[src/rtl/q2e_pkg.sv]
// Shared types, widths and constants of the quaternion to Euler angle block.
// Holds the CORDIC arctangent table, the CORDIC start helper and the rounding helper.
// No dependencies.
package q2e_pkg;

    localparam int PROD_W     = 32;
    localparam int SUM_W      = 34;
    localparam int SINE_W     = 32;
    localparam int CW         = 36;
    localparam int ACC_W      = 32;
    localparam int SQ_W       = 62;
    localparam int ANGLE_W    = 16;
    localparam int SQRT_STEPS = 31;
    localparam int SQRT_TOP_BIT = 60;
    localparam int ANGLE_DELAY  = SQRT_STEPS + 1;

    localparam logic signed [SUM_W-1:0] ONE_Q30     = 34'sh040000000;
    localparam logic signed [SUM_W-1:0] NEG_ONE_Q30 = -ONE_Q30;
    localparam logic [SQ_W-1:0]         SQRT_TOP    = SQ_W'(1) << SQRT_TOP_BIT;
    localparam logic [ACC_W-1:0]        ACC_PI      = 32'h80000000;
    localparam logic [ACC_W-1:0]        ACC_HALF    = 32'h00008000;
    localparam logic signed [ANGLE_W-1:0] HALF_PI   = 16'sd16384;
    localparam logic signed [ANGLE_W-1:0] NEG_HALF_PI = -16'sd16384;

    typedef struct packed {
        logic signed [CW-1:0] x;
        logic signed [CW-1:0] y;
        logic [ACC_W-1:0]     acc;
        logic                 zero;
        logic                 flag;
    } cordic_t;

    typedef struct packed {
        logic [SQ_W-1:0]          n;
        logic [SQ_W-1:0]          r;
        logic signed [SINE_W-1:0] sp;
        logic                     flag;
    } sqrt_t;

    typedef struct packed {
        logic signed [ANGLE_W-1:0] roll;
        logic signed [ANGLE_W-1:0] pitch;
        logic signed [ANGLE_W-1:0] yaw;
        logic                      clamped;
    } euler_t;

    function automatic logic [ACC_W-1:0] atan_entry(input int idx);
        logic [ACC_W-1:0] v;
        case (idx)
            0:  v = 32'h20000000;
            1:  v = 32'h12E4051E;
            2:  v = 32'h09FB385B;
            3:  v = 32'h051111D4;
            4:  v = 32'h028B0D43;
            5:  v = 32'h0145D7E1;
            6:  v = 32'h00A2F61E;
            7:  v = 32'h00517C55;
            8:  v = 32'h0028BE53;
            9:  v = 32'h00145F2F;
            10: v = 32'h000A2F98;
            11: v = 32'h000517CC;
            12: v = 32'h00028BE6;
            13: v = 32'h000145F3;
            14: v = 32'h0000A2FA;
            15: v = 32'h0000517D;
            16: v = 32'h000028BE;
            17: v = 32'h0000145F;
            18: v = 32'h00000A30;
            19: v = 32'h00000518;
            20: v = 32'h0000028C;
            21: v = 32'h00000146;
            22: v = 32'h000000A3;
            23: v = 32'h00000051;
            24: v = 32'h00000029;
            25: v = 32'h00000014;
            26: v = 32'h0000000A;
            27: v = 32'h00000005;
            28: v = 32'h00000003;
            29: v = 32'h00000001;
            30: v = 32'h00000001;
            default: v = 32'h00000000;
        endcase
        return v;
    endfunction

    // vector start: turn by pi when x is negative
    function automatic cordic_t cordic_start(input logic signed [SUM_W-1:0] y,
                                             input logic signed [SUM_W-1:0] x);
        cordic_t c;
        c.x    = (x < 0) ? -CW'(x) : CW'(x);
        c.y    = (x < 0) ? -CW'(y) : CW'(y);
        c.acc  = (x < 0) ? ACC_PI : '0;
        c.zero = (x == 0) && (y == 0);
        c.flag = 1'b0;
        return c;
    endfunction

    function automatic logic signed [ANGLE_W-1:0] round_angle(input cordic_t c);
        logic [ACC_W-1:0] s;
        s = c.acc + ACC_HALF;
        return c.zero ? '0 : $signed(s[ACC_W-1:ACC_W-ANGLE_W]);
    endfunction

endpackage

[src/rtl/q2e_sqrt_cell.sv]
// One step of the restoring integer square root chain.
// Depends on q2e_pkg.
module q2e_sqrt_cell #(
    parameter int BIT_POS = 60
) (
    input  logic           clk,
    input  logic           en,
    input  q2e_pkg::sqrt_t d,
    output q2e_pkg::sqrt_t q
);

    localparam logic [q2e_pkg::SQ_W-1:0] BITV = q2e_pkg::SQ_W'(1) << BIT_POS;

    q2e_pkg::sqrt_t          q_reg;
    q2e_pkg::sqrt_t          q_next;
    logic [q2e_pkg::SQ_W-1:0] trial;

    always_comb
    begin
        trial  = d.r + BITV;
        q_next = d;
        if (d.n >= trial)
        begin
            q_next.n = d.n - trial;
            q_next.r = (d.r >> 1) + BITV;
        end
        else
        begin
            q_next.r = d.r >> 1;
        end
    end

    always_ff @(posedge clk)
    begin
        if (en)
        begin
            q_reg <= q_next;
        end
    end

    assign q = q_reg;

endmodule

[config.mk]
export PLATFORM = sky130hd
export DESIGN_NAME = q2e_sqrt_cell
export DESIGN_NICKNAME = d
export VERILOG_FILES = /design/src/rtl/q2e_pkg.sv /design/src/rtl/q2e_sqrt_cell.sv
export SDC_FILE = /design/constraint.sdc
export NUM_CORES = 1
export LEC_CHECK = 0
export BUFFER_PORTS_ARGS = -buffer_cell sky130_fd_sc_hd__buf_2
export CAP_MARGIN = 40
export CORE_MARGIN = 1.5
export CORE_UTILIZATION = 55
export CTS_CLUSTER_SIZE = 25
export DETAILED_ROUTE_END_ITERATION = 10
export GPL_ROUTABILITY_DRIVEN = 0
export PLACE_DENSITY_LB_ADDON = 0.2
export SYNTH_ARGS = -nofsm -noshare
export SYNTH_HDL_FRONTEND = slang
export SYNTH_SLANG_ARGS = --single-unit
[constraint.sdc]
create_clock -name clk -period 11.38 [get_ports clk]
set_clock_uncertainty 0.2 [all_clocks]
set_input_delay 1.138 -clock clk [delete_from_list [all_inputs] [get_ports clk]]
set_output_delay 1.138 -clock clk [all_outputs]
set_load 0.02 [all_outputs]
==> flow_metrics.tcl <==
set metrics [dict create \
    synthXorXnorAreaFrac_pct 5.41 \
    min_path_cells 1 \
    synth-simple-area-share_pct 8.41 \
    rsz0062_at_grt "no" \
    hpwlAfterDp_mm 19.7 \
    overflow 0 \
    die_y_um 137 \
    seqPwrFrac_pct 39.0 \
    num_rows 48 \
    drtAntennaViolNets 0 \
    syn_area_mm2 0.00987 \
    initialDrtViolationCount 493 \
    min_to "q[16]$_DFFE_PP_" \
    die-area_mm2 0.0188 \
    fillCellCount 1321 \
    max-slew-margin-rel_pct 39.4 \
    synth.distinct_cells 68 \
    grt_use_met3_pct 6.44 \
    ys_warn_count 0 \
    hp-class "in2reg" \
    status "complete, no violations" \
    worstMarginPinSlew_ns 0.909 \
    synth_compound_area_share_pct 15.0 \
    async_flop_share_pct 0 \
    largest_reg_flops 157 \
    cts_buffer_depth 2 \
    ys_seq_elements 157 \
    n_antenna_cell 0 \
    p_sw_uw 579 \
    ctsHtreeMaxLevel 4 \
    drive_gt1_share_pct 36.8 \
    cp_data_required_time_ns 11.37 \
    synth_common_cells "edfxtp_1 (157), a21oi_1 (82), inv_1 (74)" \
    power_density_mw_per_mm2 155 \
    fin_nets 1378 \
    wl_per_cell_um 18.1 \
    core_mm2 0.0174 \
    power_frac_comb_pct 28.2 \
    p_clk_share_pct 32.8 \
    grtUsageTotal_pct 26.6 \
    syn_inst 855 \
    numCtsBuffers 17 \
    setup.worst_path.end_class "flop" \
    cts_tree "built" \
    worst_ir_drop_vdd_mv 0.108 \
    port_buffers 315 \
    postCtsHoldBufs 0 \
    grt_use_met2_pct 45.9 \
    max-cap-violations 0 \
    synth_area_leader_cell "edfxtp_1" \
    synth_top_family_by_area "compound AO/OA/AOI/OAI gates" \
    yosysSeqAreaShare_pct 47.8 \
    yosysMostFrequentCell "edfxtp_1" \
    clk_pin_slew_worst_paths_ns 0.07 \
    power_mw 1.87 \
    antenna_found_initial 0 \
    fmaxAchievable_ghz 0.218 \
    cp_data_arrival_time_ns 4.56 \
    switching_share_pct 31.0 \
    p_int_mw 1.29 \
    synthMuxAreaShare_pct 9.13 \
    wirelength_mm 25.3 \
    dr.pass1.iters 5 \
    grt_pass1_vias 7590 \
    critPathLaunchType "input port" \
    synth_fp_nets 1077 \
    met1_usage_pct 32.5 \
    synth_edf_count 157 \
    drc 0 \
    setup_viol 0 \
    grt_start_max_net_pins 87 \
    criticalPathCategory "in2reg" \
    area_delta_synth_final_pct 22.1 \
    post_cts_buffers 0 \
    initial_core_util_pct 56.7 \
    grt_pass1_wl_mm 38.5 \
    via_count 7762 \
    netlist.area_leader.share_pct 47.8 \
    top_usage_layer "met2" \
    tns_ns 0 \
    path_max_fanout 33 \
    p_leak_nw 5.54 \
    period_needed_ns 4.58 \
    pin_count 316 \
    hold_violations 0 \
    synth_area_leaders "edfxtp_1 (48%), mux2_4 (8.4%), ha_1 (7.9%), a21oi_1 (4.2%), xnor2_1 (3.5%)" \
    viasPerCell 5.57 \
    slew_violations 0 \
    synthAdderAreaFrac_pct 8.06 \
    cts.sinks 157 \
    synth.avg_cell_area_um2 11.5 \
    min_from "d[16]" \
    die_w_um 137 \
    cts_resized 0 \
    cts-root-buf "clkbuf_16" \
    synthFlopType "edfxtp_1" \
    period_share_pct 40.2 \
]
==> stage by stage <==
stage	util (%)	hold WS, ns	setup slack [ns]	instance area, um2	instances
2_1_floorplan	-	1.04	6.98	9870	855
3_3_place_gp	65.6	1.11	6.43	11400	1362
3_5_place_dp	65.6	1.12	6.36	11400	1362
4_1_cts	69.2	0.669	6.81	12100	1394
5_1_grt	69.2	0.664	6.60	12100	1394
6_report	69.2	0.683	6.80	12100	1394
==> layout make-up <==
cell class	count	area [um2]	share of cell area, %
Clock inverter	14	200	1.66
Multi-Input combinational cell	588	4550	37.7
Timing Repair Buffer	318	1610	13.3
Tap cell	225	282	2.34
Clock buffer	18	429	3.56
Sequential cell	157	4710	39.1
Inverter	74	278	2.30
==> routing by layer <==
layer  vias to the layer above  share of wire, %
met3                        39               7.8
li1                       3758                 -
met1                      3644                41
met2                       321                49
met5                         -                 0
met4                         0               2.3
==> how the worst max path moves through the flow <==
stage	endpoint	cells after the start	from	slack, ns
2_1_floorplan	q[100]$_DFFE_PP_	13	d[35]	6.98
3_3_place_gp	q[97]$_DFFE_PP_	15	d[95]	6.43
3_5_place_dp	q[98]$_DFFE_PP_	15	d[95]	6.36
4_1_cts	q[156]$_DFFE_PP_	15	d[95]	6.81
5_1_grt	q[156]$_DFFE_PP_	15	d[95]	6.60
6_report	q[99]$_DFFE_PP_	15	d[95]	6.80
==> layout by cell type, fill, tap and decap left out, drive strengths merged, types with 4 or more instances in the layout <==
cell type,instances
buf,318
edfxtp,157
a21oi,85
inv,81
nand2,63
ha,62
mux2,59
o21ai,44
xnor2,39
nor2,34
a21o,28
xor2,22
nand4,20
clkbuf,18
a31oi,12
o21bai,11
nand3,11
nor3,9
o211ai,8
o21a,7
a211oi,7
and2,7
a21boi,6
nor2b,6
and3,5
or3,4
o31ai,4
nand2b,4
==> critical path: stages <==
cell       delay [ns]
buf_2            0.10
inv_1            0.07
ha_1             0.18
fa_1             0.26
nor2b_4          0.05
o21bai_1         0.23
a21oi_1          0.21
o31a_2           0.41
o2111ai_2        0.23
a21oi_2          0.15
a31oi_4          0.22
o21ai_2          0.09
a211oi_4         0.24
buf_4            0.53
mux2_2           0.40
==> cell families (layout without fill, tap and decap cells) <==
| family | count (synthesis) | count (layout) |
|---|---|---|
| and+or+nand+nor | 172 | 172 |
| DFF | 157 | 157 |
| xor gates and xnor gates | 61 | 61 |
| buffers and inverters | 110 | 424 |
| AOI/OAI and AO/OA | 230 | 230 |
| muxes | 62 | 62 |
| adders and majority gates | 63 | 63 |
==> power by group through the flow <==
| stage | Sequential [mW] | Clock (mW) | Combinational (mW) |
|---|---|---|---|
| 2_1_floorplan | 0.827 | 0 | 0.291 |
| 3_5_place_dp | 0.742 | 0 | 0.522 |
| 5_1_grt | 0.736 | 0.643 | 0.566 |
| 3_3_place_gp | 0.740 | 0 | 0.516 |
| 4_1_cts | 0.731 | 0.623 | 0.526 |
| 6_report | 0.730 | 0.613 | 0.526 |
Power figures use the tool's default switching activity.
