### src/rtl/q2e_pkg.sv
// Shared types, widths and constants of the quaternion to Euler angle block.
// Holds the CORDIC arctangent table, the CORDIC start helper and the rounding helper.
// No dependencies.
package q2e_pkg;

    localparam int PROD_W     = 32;
    localparam int SUM_W      = 34;
    localparam int SINE_W     = 32;
    localparam int CW         = 36;
    localparam int ACC_W      = 32;
    localparam int SQ_W       = 62;
    localparam int ANGLE_W    = 16;
    localparam int SQRT_STEPS = 31;
    localparam int SQRT_TOP_BIT = 60;
    localparam int ANGLE_DELAY  = SQRT_STEPS + 1;

    localparam logic signed [SUM_W-1:0] ONE_Q30     = 34'sh040000000;
    localparam logic signed [SUM_W-1:0] NEG_ONE_Q30 = -ONE_Q30;
    localparam logic [SQ_W-1:0]         SQRT_TOP    = SQ_W'(1) << SQRT_TOP_BIT;
    localparam logic [ACC_W-1:0]        ACC_PI      = 32'h80000000;
    localparam logic [ACC_W-1:0]        ACC_HALF    = 32'h00008000;
    localparam logic signed [ANGLE_W-1:0] HALF_PI   = 16'sd16384;
    localparam logic signed [ANGLE_W-1:0] NEG_HALF_PI = -16'sd16384;

    typedef struct packed {
        logic signed [CW-1:0] x;
        logic signed [CW-1:0] y;
        logic [ACC_W-1:0]     acc;
        logic                 zero;
        logic                 flag;
    } cordic_t;

    typedef struct packed {
        logic [SQ_W-1:0]          n;
        logic [SQ_W-1:0]          r;
        logic signed [SINE_W-1:0] sp;
        logic                     flag;
    } sqrt_t;

    typedef struct packed {
        logic signed [ANGLE_W-1:0] roll;
        logic signed [ANGLE_W-1:0] pitch;
        logic signed [ANGLE_W-1:0] yaw;
        logic                      clamped;
    } euler_t;

    function automatic logic [ACC_W-1:0] atan_entry(input int idx);
        logic [ACC_W-1:0] v;
        case (idx)
            0:  v = 32'h20000000;
            1:  v = 32'h12E4051E;
            2:  v = 32'h09FB385B;
            3:  v = 32'h051111D4;
            4:  v = 32'h028B0D43;
            5:  v = 32'h0145D7E1;
            6:  v = 32'h00A2F61E;
            7:  v = 32'h00517C55;
            8:  v = 32'h0028BE53;
            9:  v = 32'h00145F2F;
            10: v = 32'h000A2F98;
            11: v = 32'h000517CC;
            12: v = 32'h00028BE6;
            13: v = 32'h000145F3;
            14: v = 32'h0000A2FA;
            15: v = 32'h0000517D;
            16: v = 32'h000028BE;
            17: v = 32'h0000145F;
            18: v = 32'h00000A30;
            19: v = 32'h00000518;
            20: v = 32'h0000028C;
            21: v = 32'h00000146;
            22: v = 32'h000000A3;
            23: v = 32'h00000051;
            24: v = 32'h00000029;
            25: v = 32'h00000014;
            26: v = 32'h0000000A;
            27: v = 32'h00000005;
            28: v = 32'h00000003;
            29: v = 32'h00000001;
            30: v = 32'h00000001;
            default: v = 32'h00000000;
        endcase
        return v;
    endfunction

    // vector start: turn by pi when x is negative
    function automatic cordic_t cordic_start(input logic signed [SUM_W-1:0] y,
                                             input logic signed [SUM_W-1:0] x);
        cordic_t c;
        c.x    = (x < 0) ? -CW'(x) : CW'(x);
        c.y    = (x < 0) ? -CW'(y) : CW'(y);
        c.acc  = (x < 0) ? ACC_PI : '0;
        c.zero = (x == 0) && (y == 0);
        c.flag = 1'b0;
        return c;
    endfunction

    function automatic logic signed [ANGLE_W-1:0] round_angle(input cordic_t c);
        logic [ACC_W-1:0] s;
        s = c.acc + ACC_HALF;
        return c.zero ? '0 : $signed(s[ACC_W-1:ACC_W-ANGLE_W]);
    endfunction

endpackage

### src/rtl/q2e_cordic_cell.sv
// One vectoring CORDIC micro-rotation with its arctangent constant.
// Depends on q2e_pkg.
module q2e_cordic_cell #(
    parameter int STAGE = 0
) (
    input  logic             clk,
    input  logic             en,
    input  q2e_pkg::cordic_t d,
    output q2e_pkg::cordic_t q
);

    localparam logic [q2e_pkg::ACC_W-1:0] ATAN = q2e_pkg::atan_entry(STAGE);

    q2e_pkg::cordic_t          q_reg;
    q2e_pkg::cordic_t          q_next;
    logic signed [q2e_pkg::CW-1:0] xs;
    logic signed [q2e_pkg::CW-1:0] ys;

    always_comb
    begin
        xs     = d.x >>> STAGE;
        ys     = d.y >>> STAGE;
        q_next = d;
        if (d.y > 0)
        begin
            q_next.x   = d.x + ys;
            q_next.y   = d.y - xs;
            q_next.acc = d.acc + ATAN;
        end
        else
        begin
            q_next.x   = d.x - ys;
            q_next.y   = d.y + xs;
            q_next.acc = d.acc - ATAN;
        end
    end

    always_ff @(posedge clk)
    begin
        if (en)
        begin
            q_reg <= q_next;
        end
    end

    assign q = q_reg;

endmodule

### config.mk
export PLATFORM = sky130hd
export DESIGN_NAME = q2e_cordic_cell
export DESIGN_NICKNAME = d
export VERILOG_FILES = /design/src/rtl/q2e_pkg.sv /design/src/rtl/q2e_cordic_cell.sv
export SDC_FILE = /design/constraint.sdc
export NUM_CORES = 1
export LEC_CHECK = 0
export BUFFER_PORTS_ARGS = -buffer_cell sky130_fd_sc_hd__clkbuf_2
export CAP_MARGIN = 20
export CORE_ASPECT_RATIO = 0.9
export CORE_MARGIN = 2
export CORE_UTILIZATION = 31
export CTS_CLUSTER_DIAMETER = 200
export CTS_CLUSTER_SIZE = 24
export DETAILED_ROUTE_END_ITERATION = 8
export GPL_TIMING_DRIVEN = 0
export PLACE_DENSITY_LB_ADDON = 0.15
export SYNTH_ARGS = -nofsm -noshare
export SYNTH_HDL_FRONTEND = slang
export SYNTH_SLANG_ARGS = --single-unit
### constraint.sdc
create_clock -name clk -period 7.3 [get_ports clk]
set_input_delay 0.73 -clock clk [delete_from_list [all_inputs] [get_ports clk]]
set_output_delay 0.73 -clock clk [all_outputs]
set_load 0.005 [all_outputs]
==> reports/results.txt <==
Slew at the pin closest to its max-slew limit: 1040 ps. The logs give 1051 for the number of instances in the synthesized netlist and 6 for the number of iterations in the first detailed-routing pass. Clock-pin slew was measured on the worst setup and hold paths at 80 ps.

The area growth from synthesis to layout was 19.9%; the highest clock frequency the design can meet was 0.226 GHz. The first global-routing pass estimated 49900 microns of wire. Dominant register cell in the synthesized netlist: edfxtp_1.

Setup repair after global routing left no endpoint under its margin. Wires add up to 33600 microns. By area, the combinational part of the netlist is dominated by compound AO/OA/AOI/OAI gates. The tools report the via count of the first global-routing pass as 8497. Number of max-slew violations in the final report: 0. For this run, design rule violations remaining after detail routing come to 0.

In this run switching power makes up 36.3% of total power. Once the clock tree was built, the setup fixing pass inserted 0 buffers. In the global route stage, overall resource usage came out at 20.6%.

Of the total synthesized cell area, the portion taken by AND, OR, NAND and NOR gates is 12.9%. For the number of buffers created by CTS, the log shows 9. For the final routed database, the setup TNS stands at 0 ps.

The class of the tightest hold or removal check is primary input to register. The tools report the number of placed I/O pins as 214. The clock passes through at most 2 buffers. The count of final hold-check violations is 0. The run gives 31700 sq um as the floorplan die area.

Buffers inserted to repair hold after CTS numbered 0. The number of antenna violations at the first check in global routing is 1, and the total power density per cell area is 182 nW/um^2. The flow ran to the end, and the final reports show no timing, DRC or antenna violations. The flip-flop count of the largest register, all copies and words added is 105, and the final HPWL from detailed placement is 26200 microns.

The share of synthesized cell area in full adder, half adder and majority cells is 15.4%. The logs give 0.901 for the final weighted congestion of routability-driven global placement and 0.00499 uW for the leakage dissipation. Counting the fill cells in the layout gives 3180. The total number of clock tree sinks came out at 105. The total internal power was 1310 uW. The tree is rooted in a clkbuf_16. The share of post-route cells with drive strength above 1 was 20.1%; the starting DRC count in detailed routing was 891. STA classifies the critical path endpoint as a register. Horizontal die dimension: 187 microns.

The tools report the net count reported at finish as 1496. For this design the total switching power over the nets is 743 uW. The worst setup path is of the primary input to register kind.

The fraction of the core area covered by cells at the end of the flow came out at 37.7%. Of the synthesized area, sequential elements account for 33.6%. The maximum VDD drop is 0.119 mV. In this run, distinct cell masters in the synthesized netlist total 73. CTS built an H-tree with a depth of 3.

After synthesis the cells add up to 9380 sq um. The tools report the post-detailed-placement cell area as 11000 sq um. Setup violations remaining at the end of the flow were counted as 0. After synthesis, the largest area contributor takes up 33.6% of total cell area.

The routed wirelength normalized by instance count was 19.9 microns. The initial cell density of the core is 31.4%. Of the post-synthesis cell area, the part taken by muxes is 1.71%. Sequential cells burn 39.1% of the power. The synthesized-area fraction occupied by ao, oa, aoi and oai cells came out at 23.5%. The headroom to the max-slew limit was 29.8%. Buffers placed on the I/O ports in this run total 213.

In this run the remaining antenna-violating nets after routing total 0. A synthesized cell averages 8.93 sq um. The synthesized design spends more area on one cell type than any other, namely edfxtp_1. The finished layout cell area was 11300 sq um.

Summing internal, switching and leakage power gives 2050 uW. The run gives 24.3% as the part of the total power dissipated in the clock network. Critical hold path startpoint: d[25]. The worst min-delay path endpoint is q[25]. Entering global routing, the biggest net connects 106 pins.

Worst hold path depth: 1. The critical path startpoint category is a primary input. Combinational logic is responsible for 36.5% of the overall power. Total of cells resized after clock tree synthesis: 0. The post-synthesis xor/xnor area fraction works out to 6.63%.

Measured along the y axis, the die boundary spans 169 microns. STA puts the critical path data arrival time at 4530 ps. TritonCTS built the clock tree.

The number of flops mapped to enable cells by yosys is 105. The core region is 29900 sq um. Along the worst path, the maximum fanout reaches 10. Summing over every cut layer, the via total after detailed routing is 8868. The floorplan row count came out at 60.

Using the TritonRoute via totals, the vias-per-cell ratio works out to 5.27. The area of combinational cells with multiple inputs was 5640 sq um. When the netlist entered floorplanning its net count stood at 1272. Max-cap violations in this run came to 0. Counting flops and latches in the post-synthesis netlist gives 105. The clock period minus final worst setup slack was 4430 ps; the total congestion overflow after global routing was 0. Ranked by total cell area, the synthesized netlist is headed by edfxtp_1 (34%), ha_1 (15%), a21oi_1 (5.8%), xnor2_1 (5.4%), inv_1 (3.9%).

The sequential cell area is 3150 sq um. For the worst setup path, the data required time is 7400 ps. After layout, the worst path uses 60.7% of the clock period. The number of warnings printed during yosys synthesis is 0.

The share of synthesized registers carrying an async set or reset was 0%.
[kinds of logic after synthesis]
group                      after synthesis
AOI/OAI and AO/OA                      344
muxes                                   16
adders and majority gates              113
DFF                                    105
buffers and inverters                  150
and+or+nand+nor                        252
xor gates and xnor gates                71
[power groups by stage]
stage | clock (uW) | sequential [uW] | combinational [uW]
detailed placement | 0 | 816 | 737
CTS | 516 | 804 | 743
global placement | 0 | 818 | 740
floorplan | 0 | 826 | 421
global route | 534 | 811 | 820
finish | 499 | 802 | 749
[metal layers]
layer | wire length (microns) | GRT usage [%] | part of all wire [%] | vias to the layer above
met2 | 14500 | 31.8 | 43 | 374
met3 | 2390 | 4.25 | 7.1 | 40
met5 | 0 | 0 | 0 | -
li1 | - | - | - | 4225
met1 | 16000 | 29.2 | 48 | 4229
met4 | 699 | 5.89 | 2.1 | 0
[per-stage QoR]
step / setup WS (ps) / cells / hold slack [ps]
final: 2870 / 1684 / 529
after global placement: 2540 / 1667 / 907
after detailed placement: 2520 / 1667 / 909
after floorplan: 3990 / 1051 / 829
after CTS: 2920 / 1683 / 518
after global routing: 2750 / 1684 / 513
[area by class of cell]
cell class                 count  area share [%]
antenna                        1          0.0222
buffer                        50            1.89
inverter                     100            3.34
multi-input combinational    796            50.1
tap                          403            4.48
timing repair buffer         213            9.55
clock buffer                  10            2.04
clock inverter                 6           0.512
sequential                   105            28.0
[synthesized netlist by cell type, types with 16 or more instances]
cell      count
edfxtp_1    105
clkbuf_1     24
nand2_1      50
a21o_1       27
nor3_1       27
inv_1        98
nor2b_1      17
ha_1        109
o21bai_1     18
a21oi_1     108
o21ai_0      70
mux2i_1      16
o21a_1       17
nor2_1       84
xnor2_1      58
[how the worst max path moves through the flow]
stage,from,endpoint,slack [ps],cells after the start
after floorplan,d[34],q[98],3990,12
after global placement,d[36],q[33],2540,11
after detailed placement,d[36],q[33],2520,11
after CTS,d[36],q[33],2920,11
after global routing,d[63],q[33],2750,11
final,d[63],q[103],2870,11
[worst max-delay path: stages]
cell and delay [ps]:
clkbuf_2 140, nor4_1 410, nand4_1 230, nor2_1 290, a41oi_1 420, inv_1 370, clkbuf_1 500, buf_1 790
o211ai_1 280, o22ai_2 230, xnor2_1 130
[cells in the final DEF (no fill, tap or decap), drive strengths merged, types with 17 or more instances in the layout]
cell type / count
a21o: 27
a21oi: 109
o21a: 17
xnor2: 58
nor2: 84
o21bai: 18
ha: 109
o21ai: 75
nand2: 50
buf: 26
nor2b: 17
edfxtp: 105
nor3: 27
inv: 103
clkbuf: 247
Power figures use the tool's default switching activity.
