[src/rtl/q2e_pkg.sv]
// Shared types, widths and constants of the quaternion to Euler angle block.
// Holds the CORDIC arctangent table, the CORDIC start helper and the rounding helper.
// No dependencies.
package q2e_pkg;

    localparam int PROD_W     = 32;
    localparam int SUM_W      = 34;
    localparam int SINE_W     = 32;
    localparam int CW         = 36;
    localparam int ACC_W      = 32;
    localparam int SQ_W       = 62;
    localparam int ANGLE_W    = 16;
    localparam int SQRT_STEPS = 31;
    localparam int SQRT_TOP_BIT = 60;
    localparam int ANGLE_DELAY  = SQRT_STEPS + 1;

    localparam logic signed [SUM_W-1:0] ONE_Q30     = 34'sh040000000;
    localparam logic signed [SUM_W-1:0] NEG_ONE_Q30 = -ONE_Q30;
    localparam logic [SQ_W-1:0]         SQRT_TOP    = SQ_W'(1) << SQRT_TOP_BIT;
    localparam logic [ACC_W-1:0]        ACC_PI      = 32'h80000000;
    localparam logic [ACC_W-1:0]        ACC_HALF    = 32'h00008000;
    localparam logic signed [ANGLE_W-1:0] HALF_PI   = 16'sd16384;
    localparam logic signed [ANGLE_W-1:0] NEG_HALF_PI = -16'sd16384;

    typedef struct packed {
        logic signed [CW-1:0] x;
        logic signed [CW-1:0] y;
        logic [ACC_W-1:0]     acc;
        logic                 zero;
        logic                 flag;
    } cordic_t;

    typedef struct packed {
        logic [SQ_W-1:0]          n;
        logic [SQ_W-1:0]          r;
        logic signed [SINE_W-1:0] sp;
        logic                     flag;
    } sqrt_t;

    typedef struct packed {
        logic signed [ANGLE_W-1:0] roll;
        logic signed [ANGLE_W-1:0] pitch;
        logic signed [ANGLE_W-1:0] yaw;
        logic                      clamped;
    } euler_t;

    function automatic logic [ACC_W-1:0] atan_entry(input int idx);
        logic [ACC_W-1:0] v;
        case (idx)
            0:  v = 32'h20000000;
            1:  v = 32'h12E4051E;
            2:  v = 32'h09FB385B;
            3:  v = 32'h051111D4;
            4:  v = 32'h028B0D43;
            5:  v = 32'h0145D7E1;
            6:  v = 32'h00A2F61E;
            7:  v = 32'h00517C55;
            8:  v = 32'h0028BE53;
            9:  v = 32'h00145F2F;
            10: v = 32'h000A2F98;
            11: v = 32'h000517CC;
            12: v = 32'h00028BE6;
            13: v = 32'h000145F3;
            14: v = 32'h0000A2FA;
            15: v = 32'h0000517D;
            16: v = 32'h000028BE;
            17: v = 32'h0000145F;
            18: v = 32'h00000A30;
            19: v = 32'h00000518;
            20: v = 32'h0000028C;
            21: v = 32'h00000146;
            22: v = 32'h000000A3;
            23: v = 32'h00000051;
            24: v = 32'h00000029;
            25: v = 32'h00000014;
            26: v = 32'h0000000A;
            27: v = 32'h00000005;
            28: v = 32'h00000003;
            29: v = 32'h00000001;
            30: v = 32'h00000001;
            default: v = 32'h00000000;
        endcase
        return v;
    endfunction

    // vector start: turn by pi when x is negative
    function automatic cordic_t cordic_start(input logic signed [SUM_W-1:0] y,
                                             input logic signed [SUM_W-1:0] x);
        cordic_t c;
        c.x    = (x < 0) ? -CW'(x) : CW'(x);
        c.y    = (x < 0) ? -CW'(y) : CW'(y);
        c.acc  = (x < 0) ? ACC_PI : '0;
        c.zero = (x == 0) && (y == 0);
        c.flag = 1'b0;
        return c;
    endfunction

    function automatic logic signed [ANGLE_W-1:0] round_angle(input cordic_t c);
        logic [ACC_W-1:0] s;
        s = c.acc + ACC_HALF;
        return c.zero ? '0 : $signed(s[ACC_W-1:ACC_W-ANGLE_W]);
    endfunction

endpackage

[src/rtl/q2e_if.sv]


interface q2e_euler_if;
    logic               valid;
    logic               ready;
    logic signed [15:0] roll_angle;
    logic signed [15:0] pitch_angle;
    logic signed [15:0] yaw_angle;
    logic               pitch_clamped;

    modport source (output valid, roll_angle, pitch_angle, yaw_angle, pitch_clamped,
                    input ready);
    modport sink   (input valid, roll_angle, pitch_angle, yaw_angle, pitch_clamped,
                    output ready);
endinterface

[src/rtl/q2e_out_skid.sv]
// Output register with skid stage; produces the pipeline advance enable.
// Depends on q2e_pkg and q2e_euler_if.
module q2e_out_skid (
    input  logic            clk,
    input  logic            rst_n,
    input  logic            pipe_valid,
    input  q2e_pkg::euler_t pipe_data,
    output logic            en,
    q2e_euler_if.source     euler
);

    logic            out_valid_reg;
    logic            skid_valid_reg;
    q2e_pkg::euler_t out_data_reg;
    q2e_pkg::euler_t skid_data_reg;
    logic            push;
    logic            out_free;

    assign en       = !skid_valid_reg;
    assign push     = pipe_valid && en;
    assign out_free = !out_valid_reg || euler.ready;

    always_ff @(posedge clk or negedge rst_n)
    begin
        if (!rst_n)
        begin
            out_valid_reg  <= 1'b0;
            skid_valid_reg <= 1'b0;
        end
        else if (out_free)
        begin
            out_valid_reg  <= skid_valid_reg || push;
            skid_valid_reg <= 1'b0;
        end
        else if (push)
        begin
            skid_valid_reg <= 1'b1;
        end
    end

    always_ff @(posedge clk)
    begin
        if (out_free)
        begin
            out_data_reg <= skid_valid_reg ? skid_data_reg : pipe_data;
        end
        else if (push)
        begin
            skid_data_reg <= pipe_data;
        end
    end

    assign euler.valid         = out_valid_reg;
    assign euler.roll_angle    = out_data_reg.roll;
    assign euler.pitch_angle   = out_data_reg.pitch;
    assign euler.yaw_angle     = out_data_reg.yaw;
    assign euler.pitch_clamped = out_data_reg.clamped;

endmodule

[src/flat_wrapper.sv]
// flat-port wrapper written by rule: the top's interface ports become plain ports
module q2e_out_skid_flat 
  (clk, rst_n, pipe_valid, pipe_data, en, euler_valid, euler_roll_angle, euler_pitch_angle, euler_yaw_angle, euler_pitch_clamped, euler_ready);
  q2e_euler_if euler_i ();
  input  logic clk;
  input  logic rst_n;
  input  logic pipe_valid;
  input  q2e_pkg::euler_t pipe_data;
  output logic en;
  output wire logic [$bits(euler_i.valid)-1:0] euler_valid;
  output wire logic [$bits(euler_i.roll_angle)-1:0] euler_roll_angle;
  output wire logic [$bits(euler_i.pitch_angle)-1:0] euler_pitch_angle;
  output wire logic [$bits(euler_i.yaw_angle)-1:0] euler_yaw_angle;
  output wire logic [$bits(euler_i.pitch_clamped)-1:0] euler_pitch_clamped;
  input wire logic [$bits(euler_i.ready)-1:0] euler_ready;
  assign euler_valid = euler_i.valid;
  assign euler_roll_angle = euler_i.roll_angle;
  assign euler_pitch_angle = euler_i.pitch_angle;
  assign euler_yaw_angle = euler_i.yaw_angle;
  assign euler_pitch_clamped = euler_i.pitch_clamped;
  assign euler_i.ready = euler_ready;
  q2e_out_skid u_core (.clk(clk), .rst_n(rst_n), .pipe_valid(pipe_valid), .pipe_data(pipe_data), .en(en), .euler(euler_i));
endmodule
[config.mk]
export PLATFORM = sky130hd
export DESIGN_NAME = q2e_out_skid_flat
export DESIGN_NICKNAME = d
export VERILOG_FILES = /design/src/rtl/q2e_pkg.sv /design/src/rtl/q2e_if.sv /design/src/rtl/q2e_out_skid.sv /design/src/flat_wrapper.sv
export SDC_FILE = /design/constraint.sdc
export NUM_CORES = 1
export LEC_CHECK = 0
export BUFFER_PORTS_ARGS = -buffer_cell sky130_fd_sc_hd__buf_2
export CAP_MARGIN = 20
export CELL_PAD_IN_SITES_DETAIL_PLACEMENT = 0
export CELL_PAD_IN_SITES_GLOBAL_PLACEMENT = 1
export CORE_ASPECT_RATIO = 1.25
export CORE_MARGIN = 3
export CORE_UTILIZATION = 23
export CTS_CLUSTER_DIAMETER = 60
export DETAILED_ROUTE_END_ITERATION = 8
export PLACE_DENSITY_LB_ADDON = 0.1
export RECOVER_POWER = 50
export SYNTH_ARGS = -nofsm -noshare
export SYNTH_HDL_FRONTEND = slang
export SYNTH_SLANG_ARGS = --single-unit
[constraint.sdc]
create_clock -name clk -period 5.6 [get_ports clk]
set_clock_uncertainty 0.05 [all_clocks]
set_input_delay 0.84 -clock clk [delete_from_list [all_inputs] [get_ports clk]]
set_output_delay 0.84 -clock clk [all_outputs]
set_load 0.01 [all_outputs]
==> summary.md, run 1 <==
| Metric | Value |
|---|---|
| Status | finished, violations left |
| Failing checks | capacitance limit, slew limit |
| Crit path launch type | primary input |
| Vias per inst | 3.70 |
| # rows | 52 |
| Clock sink total | 100 |
| Met1 wire length | 3290 um |
| Slew HR | -89.0% |
| Reg area | 3000 um^2 |
| Fmax | 307 MHz |
| Ant. Diodes | 0 |
| Max reg flops | between 40 and 50 |
| Final Max Slew Viols | 52 |
| Clock tree from TritonCTS | built |
| Clock transition at path regs | approximately 70 ps |
| Final period util | between 50 and 60% |
| Worst Setup End Kind | flip-flop |
| Syn Area/Cell | 24.0 um^2 |
| Pin count of the biggest net entering global routing | between 50 and 60 |
| Vias | 1822 |
| Power density cells | roughly 340 nW/um^2 |
| Count of cell types in the netlist | 12 |
| DRC viols | 0 |
| Lkg Pwr | 0.00164 uW |
| # H-tree levels | 3 |
| Worst Tran Pin Value | approximately 2800 ps |
| Vias in the first global route | 1882 |
| WL final | 7600 um |
| WL met3 | 374 um |
| Hold_ws | 224 ps |
| Detailed Place HPWL | ~5100 um |
| Final RePlAce weighted congestion | 0.648 |
| DR top layer | met4 |
| CP Max Fanout | 51 |
| Arrival @ worst endpoint | a little over 3000 ps |
| Initial DRC count | 53 |
| Post-synthesis sequential area ratio | 77.6% |
| WP data required | 5450 ps |
| Die H | 151 um |
| Post-DR wirelength/cell | 15.4 um |
| Final Hold Viols | 0 |
| Maximum VDD drop | around 0.097 mV |
| Layout area overhead | 22.3% |
| CTS buffer count | 9 |
| DR pass1 iterations | 4 |
| Synth Area in XOR/XNOR | 0% |
| Core region area | 16300 um^2 |
| GR Util All Layers | 8.47% |
| CTS Buffer Depth | 2 |
| Share of layout cells above drive strength 1 | 29.2% |
| Tmin final | approximately 3300 ps |
| Delay-heaviest family, CP | buffers and inverters |
| Largest family of logic cells by synthesized area | multiplexers |
| Clock root buffer | clkbuf_16 |
| Total of max-cap violations | 1 |
| Routed Antenna Nets | 0 |
| Initial antenna violation count | 0 |
| Die area | between 15000 and 20000 um^2 |
| Die Wd | 122 um |
| Final setup fails | 0 |
| CP Buf/Inv Count | 2 |
| Syn Inst Count | 161 |
| Synth Area in Compound Gates | 0% |
| I/O Pins | around 100 |
| Post-synthesis adder-cell area fraction | 0% |
| Post-Layout Cell Count | 493 |
| Synth Register Bits | 100 |
| Layout filler cell count | 1658 |
| CP peak stage delay | 2020 ps |
| RSZ-0062 raised after global routing | false |
| Initial Utilization | 23.6% |
| Grt ovf | 0 |
| First-pass GRT wire length | 11100 um |
| CP Class | primary input to flip-flop |
| Hold Crit Class | primary input to asynchronous set/reset pin |
| Dpl cells | 477 |
| Hold-fix buffers, CTS | 0 |
| Syn. warnings | 0 |
| Multi-input gate area | roughly 770 um^2 |
| Post-Syn Area | 3860 um^2 |
| Simple-Gate Fraction of Synth Area | less than 1% |
| Port bufs | 103 |
| Layout Nets | 325 |
| Slowest CP cell | clkbuf_1 |
| Crit-path cells | buf_2 -> nand2b_2 -> clkbuf_1 |
| Setup TNS | 0 ps |
| Number of setup buffers added after CTS | 0 |
| Mux contribution to synthesized area | 18.9% |
| Worst-Skew Late Latency | 340 ps |
| Met2 wire len | 3730 um |
| Syn nets | 214 |
| Gates resized, CTS repair | 0 |
-- through the flow --
| stage | utilization [%] | cell area [um^2] | setup slack [ps] | power (uW) |
|---|---|---|---|---|
| global placement | 28.0 | 4580 | 3310 | 1100 |
| global route | 28.9 | 4720 | 1990 | 1690 |
| CTS | 29.6 | 4830 | 2950 | 1660 |
| detailed placement | 28.0 | 4580 | 3350 | 1100 |
| floorplan | - | 3860 | 1490 | 1030 |
| finish | 28.9 | 4720 | 2340 | 1610 |
-- power breakdown --
part	total, uW	internal (uW)	switching (uW)
Sequential	918	888	30.2
Clock	550	294	255
Combinational	147	76.1	71.0
Total	1610	1260	357
-- Yosys cell counts --
master,number,share of area [%]
nor2_1,2,0.19
buf_12,4,2.1
buf_8,1,0.39
nand2_1,1,0.097
mux2_4,47,18
buf_6,1,0.29
inv_1,1,0.097
nand2b_1,1,0.16
dfrtp_1,2,1.3
nor3b_1,1,0.19
mux2_2,2,0.58
edfxtp_1,98,76
-- cells by family after synthesis --
family | count (synthesis)
flops | 100
buf+inv | 7
simple gates | 5
mux | 49
-- cells in the final DEF, fill, tap and decap left out, drive strengths merged --
cell | netlist | layout
nor3b | 1 | 1
nand2 | 1 | 1
clkbuf | 0 | 97
mux2 | 49 | 49
edfxtp | 98 | 98
inv | 1 | 1
nor2 | 2 | 2
nand2b | 1 | 1
buf | 6 | 20
clkinv | 0 | 5
dfrtp | 2 | 2
-- final cells by class --
cell class	count	share of cell area, %
well taps	216	5.73
clock inverters	5	0.398
repair buffers	106	9.07
multi-input cells	54	16.3
clock buffers	11	4.93
inverters	1	0.0796
flip-flops and latches	100	63.5
-- routing by layer --
metal  track usage, %  vias to the layer above
met5                0                        -
met4             5.55                        0
met3             2.22                       11
met2             13.1                       56
met1             10.4                      899
li1                 -                      856
-- worst paths after layout --
kind | start | endpoint | slack [ps] | depth (start not counted)
worst max-delay path | euler_ready | u_core.euler.pitch_angle[1]$_DFFE_PP_ | 2340 | 3
worst min-delay path | rst_n | u_core.skid_valid_reg$_DFFE_PN0P_ | 220 | 1
worst max register to register | u_core.euler.valid$_DFFE_PN0P_ | u_core.euler.pitch_angle[1]$_DFFE_PP_ | 2580 | 2
worst min register to register | u_core.skid_data_reg[47]$_DFFE_PP_ | u_core.euler.roll_angle[14]$_DFFE_PP_ | 500 | 1
max in group asynchronous | rst_n | u_core.skid_valid_reg$_DFFE_PN0P_ | 5120 | 1
min in group clk | u_core.skid_data_reg[47]$_DFFE_PP_ | u_core.euler.roll_angle[14]$_DFFE_PP_ | 500 | 1
(Power assumes the default switching activity.)
==> run 2, diff against run 1 <==
Clock period 5.6 ns to 3.1 ns, I/O delays scaled along.
==> summary.md, run 2 (synthesis results as in run 1) <==
| Metric | Value |
|---|---|
| Slowest CP cell | dfrtp_4 |
| Status | finished, final reports clean |
| Worst Setup End Kind | primary output |
| CTS buffer count | 9 (unchanged) |
| Tmin final | 2040 ps |
| Clock transition at path regs | 70 ps (about the same) |
| Met1 wire length | 3200 um (-2.6%) |
| Post-Place Setup Slack | 1090 ps (-2260 ps) |
| Share of power burned in registers | 54.0% (-2.8 points) |
| Delay-heaviest family, CP | flip-flops |
| Worst-Skew Late Latency | 340 ps (about the same) |
| Die area | 18400 um^2 (unchanged) |
| Switching share of power | 21.2% (-0.84 points) |
| Port bufs | 103 (unchanged) |
| Die H | 151 um (unchanged) |
| Vias per inst | 3.68 (-0.29%) |
| I/O Pins | 104 (unchanged) |
| CP peak stage delay | 930 ps (-1090 ps) |
| Routed Antenna Nets | 0 (unchanged) |
| Commonest non-fill, non-tap cell in the layout | edfxtp_1 |
| Total of max-cap violations | 0 (-1) |
| Power density cells | 640 nW/um^2 (+87%) |
| Pin count of the biggest net entering global routing | 52 (-1.9%) |
| WP data required | 2580 ps (-2870 ps) |
| Crit path launch type | flip-flop |
| Maximum VDD drop | 0.200 mV (+110%) |
| Max reg flops | 49 (unchanged) |
| GR Util All Layers | 8.48% (+0.012 points) |
| DR pass1 iterations | 4 (unchanged) |
| Initial antenna violation count | 0 (unchanged) |
| Met2 wire len | 3670 um (-1.5%) |
| Die Wd | 122 um (unchanged) |
| Hold Crit Class | primary input to flip-flop |
| Ant. Diodes | 0 (unchanged) |
| Crit-path cells | inv_1 -> buf_2 |
| Layout area overhead | 23.9% |
| Clock tree from TritonCTS | built |
| Vias | 1824 (+0.11%) |
| WL final | 7560 um (-0.54%) |
| Sw power | 649 uW (+82%) |
| Layout Nets | 327 (+0.62%) |
| Arrival @ worst endpoint | 1530 ps (-1570 ps) |
| Initial Utilization | 23.6% (unchanged) |
| Final period util | 66.0% |
| # rows | 52 (unchanged) |
| Core region area | 16300 um^2 (unchanged) |
| Detailed Place HPWL | 5010 um (-2.1%) |
| Initial DRC count | 82 (+55%) |
| RSZ-0062 raised after global routing | false |
| Gates resized, CTS repair | 0 (unchanged) |
| Final RePlAce weighted congestion | 0.636 (-1.8%) |
| Gate power share | 8.8% (-0.3 points) |
| Final Max Slew Viols | 0 (-100%) |
| Clock sink total | 100 (unchanged) |
| # H-tree levels | 3 (unchanged) |
| CP Class | flip-flop to primary output |
| Post-DR wirelength/cell | 15.3 um (-0.94%) |
| CTS Buffer Depth | 2 (unchanged) |
| DRC viols | 0 (unchanged) |
| First-pass GRT wire length | 11100 um (about the same) |
| Internal power | 2410 uW (+91%) |
| Layout filler cell count | 1637 (-1.3%) |
| Share of layout cells above drive strength 1 | 29.4% (+0.15 points) |
| Clock root buffer | clkbuf_16 |
| Most frequent cells in the layout | edfxtp_1 (98), clkbuf_1 (93), mux2_4 (47) |
| CP Buf/Inv Count | 2 (unchanged) |
| Slew HR | 8.96% (+98 points) |
| WL met3 | 496 um (+33%) |
| Worst Tran Pin Value | 1370 ps (-1470 ps) |
| Vias in the first global route | 1902 (+1.1%) |
| Final Hold Viols | 0 (unchanged) |
| Final setup fails | 0 (unchanged) |
| Setup ws final | 1060 ps (-1290 ps) |
| Fmax | around 490 MHz |
| Lkg Pwr | 0.00166 uW (+1.5%) |
| CP Max Fanout | 39 (-24%) |
| Clock power frac | 37.2% (+3.2 points) |
| Grt ovf | 0 (unchanged) |
| DR top layer | met4 |
| Setup TNS | 0 ps (unchanged) |
run 2: cell types whose count changed in the layout (fill, tap and decap cells not counted), sizes merged:
cell         before  now
clkbuf           97  105
buf              20   16
clkinv            5    1
bufinv            0    1
dlygate4sd3       0    1
run 2: stage by stage:
step	std cells	utilization [%]	power [uW]	hold slack (ps)	cell area (um^2)
6_report	495	29.3	3060	262	4780
5_1_grt	495	29.3	3190	243	4780
4_1_cts	495	30.0	3140	240	4890
3_5_place_dp	478	28.1	1980	205	4580
3_3_place_gp	478	28.1	1980	202	4580
2_1_floorplan	161	-	1850	119	3870
run 2: repair_timing:
item                                   CTS  global route
buffers inserted                         0             0
endpoints found under the hold margin    2             0
hold buffers                             1             0
setup endpoints to repair                0             0
run 2: path summary, 6_finish.rpt:
kind | from | depth (start not counted) | slack, ps | to
max reg2reg | u_core.euler.valid$_DFFE_PN0P_ | 2 | 1080 | u_core.euler.roll_angle[5]$_DFFE_PP_
min | pipe_data[4] | 1 | 260 | u_core.skid_data_reg[4]$_DFFE_PP_
max in group asynchronous | rst_n | 2 | 2430 | u_core.skid_valid_reg$_DFFE_PN0P_
max | u_core.skid_valid_reg$_DFFE_PN0P_ | 2 | 1060 | en
min in group asynchronous | rst_n | 2 | 420 | u_core.skid_valid_reg$_DFFE_PN0P_
min reg2reg | u_core.skid_data_reg[9]$_DFFE_PP_ | 1 | 490 | u_core.euler.yaw_angle[8]$_DFFE_PP_
run 2: power groups by stage:
stage / Clock (uW) / Sequential [uW] / Combinational (uW)
6_report: 1140 / 1650 / 269
5_1_grt: 1240 / 1660 / 295
2_1_floorplan: 0 / 1690 / 167
3_5_place_dp: 0 / 1680 / 302
3_3_place_gp: 0 / 1680 / 300
4_1_cts: 1190 / 1650 / 303
run 2: layer usage:
| layer | vias up | global-route usage [%] |
|---|---|---|
| met2 | 63 | 13.4 |
| met5 | - | 0 |
| li1 | 858 | - |
| met4 | 0 | 5.38 |
| met3 | 11 | 2.67 |
| met1 | 892 | 10.0 |
run 2: layout make-up:
| class | instances | area (um^2) | area share, % |
|---|---|---|---|
| Clock buffer | 14 | 264 | 5.53 |
| Tap cell | 216 | 270 | 5.66 |
| Sequential cell | 100 | 3000 | 62.7 |
| Multi-Input combinational cell | 54 | 767 | 16.1 |
| Clock inverter | 2 | 35.0 | 0.733 |
| Timing Repair Buffer | 108 | 440 | 9.22 |
| Inverter | 1 | 3.75 | 0.0786 |
